$ cat config.mk
export PLATFORM = sky130hd
export DESIGN_NAME = lsg3_ctrl
export DESIGN_NICKNAME = d
export VERILOG_FILES = /design/src/lsg3_pkg.sv /design/src/lsg3_ctrl.sv
export SDC_FILE = /design/constraint.sdc
export NUM_CORES = 1
export LEC_CHECK = 0
export BUFFER_PORTS_ARGS = -buffer_cell sky130_fd_sc_hd__buf_2
export CAP_MARGIN = 10
export CORE_ASPECT_RATIO = 1.4
export CORE_MARGIN = 10
export CORE_UTILIZATION = 58
export CTS_BUF_LIST = sky130_fd_sc_hd__clkbuf_4 sky130_fd_sc_hd__clkbuf_8
export CTS_CLUSTER_DIAMETER = 80
export CTS_CLUSTER_SIZE = 12
export DETAILED_ROUTE_END_ITERATION = 16
export HOLD_SLACK_MARGIN = 0.12
export PLACE_DENSITY = 0.89
export SKIP_LAST_GASP = 1
export SYNTH_ARGS = -nofsm -noshare
export SYNTH_HDL_FRONTEND = slang
export SYNTH_SLANG_ARGS = --single-unit
$ cat constraint.sdc
create_clock -name i_clk -period 3.65 [get_ports i_clk]
set_input_delay 1.095 -clock i_clk [delete_from_list [all_inputs] [get_ports i_clk]]
set_output_delay 1.095 -clock i_clk [all_outputs]
set_load 0.01 [all_outputs]
$ cat src/lsg3_pkg.sv
// Shared types and constants for the 3-D least-squares gradient block.
package lsg3_pkg;

    localparam int MAX_NEIGHBORS = 27;
    localparam int CNT_W         = 5;
    localparam int ACC_OPS       = 9;   // products per neighbor
    localparam int SOLVE_OPS     = 24;  // products per solve
    localparam int STEP_W        = 5;
    localparam int NORM_BITS     = 20;  // scaled sums fit in [-2^20, 2^20)
    localparam int VAL_W         = NORM_BITS + 1;
    localparam int COF_W         = 43;
    localparam int DIV_STEPS     = 80;  // 64-bit numerator plus 16 fraction bits
    localparam int DIV_CNT_W     = 7;

    localparam logic [1:0] ST_OK       = 2'd0;
    localparam logic [1:0] ST_SINGULAR = 2'd1;
    localparam logic [1:0] ST_DROPPED  = 2'd2;

    localparam logic ACT_TARGET   = 1'b0;
    localparam logic ACT_NEIGHBOR = 1'b1;

    typedef enum logic [7:0] {
        S_IDLE  = 8'b0000_0001,
        S_DIFF  = 8'b0000_0010,
        S_ACC   = 8'b0000_0100,
        S_NORM0 = 8'b0000_1000,
        S_NORM  = 8'b0001_0000,
        S_SOLVE = 8'b0010_0000,
        S_DIV   = 8'b0100_0000,
        S_DONE  = 8'b1000_0000
    } t_state;

    typedef struct packed {
        logic              set_target;
        logic              load_in;
        logic              calc_diff;
        logic              note_overflow;
        logic              acc_mul;
        logic              solve_mul;
        logic [STEP_W-1:0] mul_idx;
        logic              bump_count;
        logic              norm_init;
        logic              norm_shift;
        logic              div_start;
        logic [1:0]        div_sel;
        logic              write_out;
    } t_cmd;

    typedef struct packed {
        logic full;
        logic norm_done;
        logic det_zero;
        logic div_done;
        logic out_busy;
    } t_stat;

endpackage

$ cat src/lsg3_ctrl.sv
// Controller: sequences accumulation, scaling, cofactor products and divisions.
module lsg3_ctrl import lsg3_pkg::*; (
    input  logic  i_clk,
    input  logic  i_rst_n,
    input  logic  i_in_valid,
    input  logic  i_in_action,
    input  logic  i_in_last,
    output logic  o_in_ready,
    input  t_stat i_stat,
    output t_cmd  o_cmd
);

    t_state            r_state, n_state;
    logic [STEP_W-1:0] r_step, n_step;
    logic [1:0]        r_k, n_k;
    logic              r_div_busy, n_div_busy;
    logic              r_last, n_last;
    logic              w_accept;

    assign o_in_ready = (r_state == S_IDLE);
    assign w_accept   = i_in_valid && o_in_ready;

    always_comb begin
        n_state    = r_state;
        n_step     = r_step;
        n_k        = r_k;
        n_div_busy = r_div_busy;
        n_last     = r_last;
        o_cmd      = '0;
        o_cmd.mul_idx = r_step;
        o_cmd.div_sel = r_k;
        case (r_state)
            S_IDLE: begin
                if (w_accept) begin
                    if (i_in_action == ACT_TARGET) begin
                        o_cmd.set_target = 1'b1;
                    end else begin
                        o_cmd.load_in = 1'b1;
                        n_last        = i_in_last;
                        n_state       = S_DIFF;
                    end
                end
            end
            S_DIFF: begin
                n_step = '0;
                if (i_stat.full) begin
                    // drop the neighbor, still solve on last
                    o_cmd.note_overflow = 1'b1;
                    n_state = r_last ? S_NORM0 : S_IDLE;
                end else begin
                    o_cmd.calc_diff = 1'b1;
                    n_state = S_ACC;
                end
            end
            S_ACC: begin
                if (r_step < STEP_W'(ACC_OPS))
                    o_cmd.acc_mul = 1'b1;
                n_step = r_step + 1'b1;
                if (r_step == STEP_W'(ACC_OPS)) begin
                    o_cmd.bump_count = 1'b1;
                    n_state = r_last ? S_NORM0 : S_IDLE;
                end
            end
            S_NORM0: begin
                o_cmd.norm_init = 1'b1;
                n_state = S_NORM;
            end
            S_NORM: begin
                n_step = '0;
                if (i_stat.norm_done)
                    n_state = S_SOLVE;
                else
                    o_cmd.norm_shift = 1'b1;
            end
            S_SOLVE: begin
                if (r_step < STEP_W'(SOLVE_OPS))
                    o_cmd.solve_mul = 1'b1;
                n_step = r_step + 1'b1;
                if (r_step == STEP_W'(SOLVE_OPS)) begin
                    n_k        = '0;
                    n_div_busy = 1'b0;
                    n_state    = S_DIV;
                end
            end
            S_DIV: begin
                if (i_stat.det_zero) begin
                    n_state = S_DONE;
                end else if (!r_div_busy) begin
                    o_cmd.div_start = 1'b1;
                    n_div_busy = 1'b1;
                end else if (i_stat.div_done) begin
                    n_div_busy = 1'b0;
                    if (r_k == 2'd2)
                        n_state = S_DONE;
                    else
                        n_k = r_k + 1'b1;
                end
            end
            S_DONE: begin
                // hold until the previous result has been taken
                if (!i_stat.out_busy) begin
                    o_cmd.write_out = 1'b1;
                    n_state = S_IDLE;
                end
            end
            default: n_state = S_IDLE;
        endcase
    end

    always_ff @(posedge i_clk) begin
        if (!i_rst_n) begin
            r_state    <= S_IDLE;
            r_step     <= '0;
            r_k        <= '0;
            r_div_busy <= 1'b0;
            r_last     <= 1'b0;
        end else begin
            r_state    <= n_state;
            r_step     <= n_step;
            r_k        <= n_k;
            r_div_busy <= n_div_busy;
            r_last     <= n_last;
        end
    end

    a_step_acc: assert property (@(posedge i_clk) disable iff (!i_rst_n)
        o_cmd.acc_mul |-> (r_step < STEP_W'(ACC_OPS)))
        else $error("accumulate step out of range");

    a_div_sel: assert property (@(posedge i_clk) disable iff (!i_rst_n)
        o_cmd.div_start |-> (r_k <= 2'd2) && !i_stat.det_zero)
        else $error("division started with bad component or zero determinant");

    a_one_mul: assert property (@(posedge i_clk) disable iff (!i_rst_n)
        !(o_cmd.acc_mul && o_cmd.solve_mul))
        else $error("two multiplier users in one cycle");

endmodule

== Yosys cells after proc, flatten, opt, wreduce, memory -nomap -nowiden ==
Index checks and enable logic that the tools add are counted.

* Output and inout bits: 19
* Flip-flop bits (word level): 17
* Word-level logic and storage cells: 88

* Mux-type cells: 46
* Reductions and logical operators: 9
* Add/sub/neg operators: 2
* Equality and inequality tests: 24
* Order comparisons: 2

{| class="wikitable"
|+ Operators by type and width
! kind !! count
|-
| 8-bit two-way mux || 10
|-
| 8-bit one-hot mux with 8 select lines || 1
|-
| 1-bit two-way mux || 22
|-
| 2-bit != test (second input constant) || 9
|-
| 2-bit two-way mux || 8
|-
| 5-bit one-hot mux with 2 select lines || 1
|-
| 3-bit != test (second input constant) || 3
|-
| 9-bit AND reduction || 1
|-
| 8-bit by 1-bit equality test with 1-bit output (second input constant) || 1
|-
| 8-bit by 2-bit equality test with 1-bit output (second input constant) || 1
|-
| 8-bit by 3-bit equality test with 1-bit output (second input constant) || 1
|-
| 8-bit by 4-bit equality test with 1-bit output (second input constant) || 1
|-
| 8-bit by 5-bit equality test with 1-bit output (second input constant) || 1
|-
| 8-bit by 6-bit equality test with 1-bit output (second input constant) || 1
|-
| 8-bit by 7-bit equality test with 1-bit output (second input constant) || 1
|-
| 8-bit equality test (second input constant) || 1
|-
| 4-bit two-way mux || 2
|-
| 3-bit AND reduction || 2
|-
| 6-bit AND reduction || 1
|-
| 5-bit by 1-bit adder with 5-bit output (second input constant) || 1
|-
| 5-bit by 4-bit equality test with 1-bit output (second input constant) || 1
|-
| 5-bit equality test (second input constant) || 1
|-
| 5-bit by 4-bit less-than comparator with 1-bit output (second input constant) || 1
|-
| 5-bit less-than comparator (second input constant) || 1
|-
| other kinds (8) || 10
|}

== Depth between registers and ports, before layout ==
* Depth in word-level cells: 6
* Mapped depth: 7
* Gate-level depth less buffers: 7

== Worst setup path after synthesis ==
Ideal clock, no wire load.

* Kind: input to output
* Start point: in i_stat[0] (netlist name)
* End point: out o_cmd[0] (netlist name)
* Required time: 2,555 ps
* Stages: 3
* Arrival: 1,577 ps
* Slack: 978 ps
* Cell sequence: nor2_1 > nand2_1 > nor4_1

{| class="wikitable"
|+ RTL lines
! what !! RTL line !! RTL
|-
| from (decl) || lsg3_ctrl.sv:9 || <nowiki>input t_stat i_stat,</nowiki>
|-
| to (decl) || lsg3_ctrl.sv:10 || <nowiki>output t_cmd o_cmd</nowiki>
|}

==> flow_summary.json <==
{
  "setup_viol": 0,
  "netlist_instances": 132,
  "switching_share": 0.318,
  "synth-seq-cells": 17,
  "cts_made_buffers": 3,
  "die_h_microns": 71.8,
  "grtUsageTotal": 0.143,
  "diodes": 0,
  "arrival_ps": 2020,
  "num-fill-cells": 154,
  "p_int_uw": 275,
  "post_cts_resize_count": 0,
  "synth_top_area_cell": "dfxtp_1",
  "pre_cts_slack_ps": 816,
  "period_needed_ps": 3110,
  "routed-via-count": 1148,
  "clk_pin_slew_ps": 100,
  "place.gp.congestion": 0.834,
  "rsz0062_at_grt": "false",
  "gr-total-overflow": 0,
  "worst-path-buf-inv": 1,
  "syn_nets": 146,
  "power_density_nw_per_um2": 316,
  "cp_max_fo": 8,
  "viasPerCell": 6.41,
  "startpoint": "r_state[4]$_SDFFE_PN0P_",
  "p_clk_frac": 0.275,
  "synthArstFlopShare": 0,
  "grt_pass1_wl_microns": 5030,
  "worstMarginPinSlew_ps": 489,
  "synth_area_leaders": "dfxtp_1, ha_1, nor2_1, nand2_1, a21oi_1",
  "syn_area_per_cell_sq_um": 8.41,
  "clock_latency_ps": 290,
  "drive_gt1_frac": 0.258,
  "dp_hpwl_microns": 2360,
  "drtIter0Drc": 31,
  "min_from": "r_k[1]$_SDFFE_PN0P_",
  "cts_max_level": 1,
  "antenna_found_initial": 0,
  "clockRootBuffer": "clkbuf_4",
  "ys.flop_type": "dfxtp_1",
  "leakage_nw": 0.512,
  "seq_power_share": 0.491,
  "max_stage_delay_ps": 650,
  "netlist.area_leader.share": 0.307,
  "hold_buffers": 0,
  "core_area_sq_um": 1800,
  "start_kind": "flop",
  "period_share": 0.853,
  "cp_cell_sequence": "or4_1 > or2_4 > nor3_1 > buf_2",
  "fmax_mhz": 321,
  "std_cell_rows": 18,
  "cts_tree": "yes",
  "die-area_sq_um": 4090,
  "drc_errors": 0,
  "cts.path.max_buffers": 2,
  "end_kind": "output port",
  "p_sw_uw": 128,
  "maxCapViolCount": 0,
  "wl_microns": 3020,
  "syn_area_sq_um": 1110,
  "final_common_cell": "buf_2",
  "drtPass1Iterations": 4,
  "grt_start_max_net_pins": 15,
  "start_util": 0.616,
  "die_w_microns": 57.0,
  "finClkSkew_ps": 5.71,
  "critPathTopFamily": "simple AND/OR/NAND/NOR gates",
  "slew_viol_final": 0,
  "numClockSinks": 17,
  "cts_setup_buffers": 0,
  "relSlewSlack": 0.673,
  "yosys_warnings": 0,
  "synth_cell_types": 52,
  "layout_setup_ws_ps": 535,
  "wire_per_inst_microns": 16.9,
  "nets": 174,
  "min_path_type": "reg -> reg",
  "drtAntennaViolNets": 0,
  "fin_setup_tns_ps": 0,
  "utilization": 0.710,
  "r2r_start": "r_k[0]$_SDFFE_PN0P_",
  "p_comb_frac": 0.233,
  "ys_seq_area_frac": 0.307,
  "hold_violations": 0,
  "cp.required_ps": 2550,
  "io_buffer_count": 28,
  "status": "completed",
  "synth-edff-count": 0,
  "ioPinCount": 29,
  "final_cell_mix": "buf_2, dfxtp_1, nor2_1",
  "criticalPathCategory": "reg -> out",
  "crit_path_top_delay_cell": "or4_1",
  "area_delta_synth_final_pct": 15.2,
  "grt_pass1_vias": 1160,
  "irDropWorstVdd_uv": 224
}
[cells in the mapped netlist (all sizes together), types with 2 or more instances]
| library cell | count |
|---|---|
| a21oi | 7 |
| a311oi | 3 |
| a41oi | 2 |
| and2 | 3 |
| and4b | 3 |
| buf | 4 |
| dfxtp | 17 |
| ha | 4 |
| inv | 7 |
| nand2 | 12 |
| nand2b | 2 |
| nand3 | 4 |
| nand4b | 3 |
| nor2 | 13 |
| nor2b | 2 |
| nor3 | 6 |
| nor3b | 2 |
| nor4 | 4 |
| o211ai | 2 |
| o21ai | 2 |
| o22ai | 2 |
| o41ai | 2 |
| or2 | 2 |
| or3 | 3 |
| or4b | 3 |
[sequential cells by signal, summed over array words and instances, names as in the netlist]
register,count
r_k,2
r_div_busy,1
r_state,8
r_step,5
r_last,1
[kinds of logic after synthesis]
kind of cell	Yosys count	share of synthesized area
adder cells (fa/ha/maj)	4	0.0451
buffers and inverters	12	0.0473
AO/OA/AOI/OAI	30	0.209
multiplexers	1	0.00902
AND/OR/NAND/NOR	67	0.375
XOR/XNOR	1	0.00789
flip-flops	17	0.307
[routing by layer]
metal / share of wire / vias up / track usage
met5: 0 / - / 0
met4: 0.011 / 0 / 0.0419
met3: 0.061 / 4 / 0.0300
met2: 0.50 / 41 / 0.261
met1: 0.43 / 545 / 0.158
li1: - / 558 / -
[final cells by class]
class	instances	area (sq um)	share of cell area
multi-input combinational	103	717	0.561
sequential	17	340	0.266
timing repair buffer	28	140	0.110
clock buffer	4	30.0	0.0235
inverter	7	26.3	0.0205
tap	20	25.0	0.0196
[worst reg2reg max path, cell delays in order (launching register included)]
cell and delay, ps:
dfxtp_1 370, inv_1 50, ha_1 210, or4b_1 500, a2111oi_0 460, a211o_2 240
nor2_1 90, and4b_1 210
[power groups by stage]
stage                     sequential (mW)  clock (mW)  combinational (mW)
final                               0.198       0.111              0.0942
after floorplan                     0.201           0              0.0653
after CTS                           0.198       0.110              0.0929
after detailed placement            0.203           0              0.0923
after global routing                0.200       0.118               0.104
after global placement              0.202           0              0.0891
[stage by stage]
| step | power [mW] | std cells | hold slack (ps) | instance area, sq um |
|---|---|---|---|---|
| after CTS | 0.401 | 179 | 485 | 1280 |
| final | 0.404 | 179 | 481 | 1280 |
| after floorplan | 0.267 | 132 | 473 | 1110 |
| after detailed placement | 0.295 | 175 | 470 | 1250 |
| after global placement | 0.291 | 175 | 456 | 1250 |
| after global routing | 0.421 | 179 | 501 | 1280 |
[worst paths after layout]
path                        endpoint  slack, ps  depth (start not counted)
min reg2reg      r_k[1]$_SDFFE_PN0P_        480                          2
min              r_k[1]$_SDFFE_PN0P_        480                          2
max                        o_cmd[13]        540                          4
max reg2reg  r_state[3]$_SDFFE_PN0P_       1430                          7
Note: power is estimated with default switching activity, not from simulation.
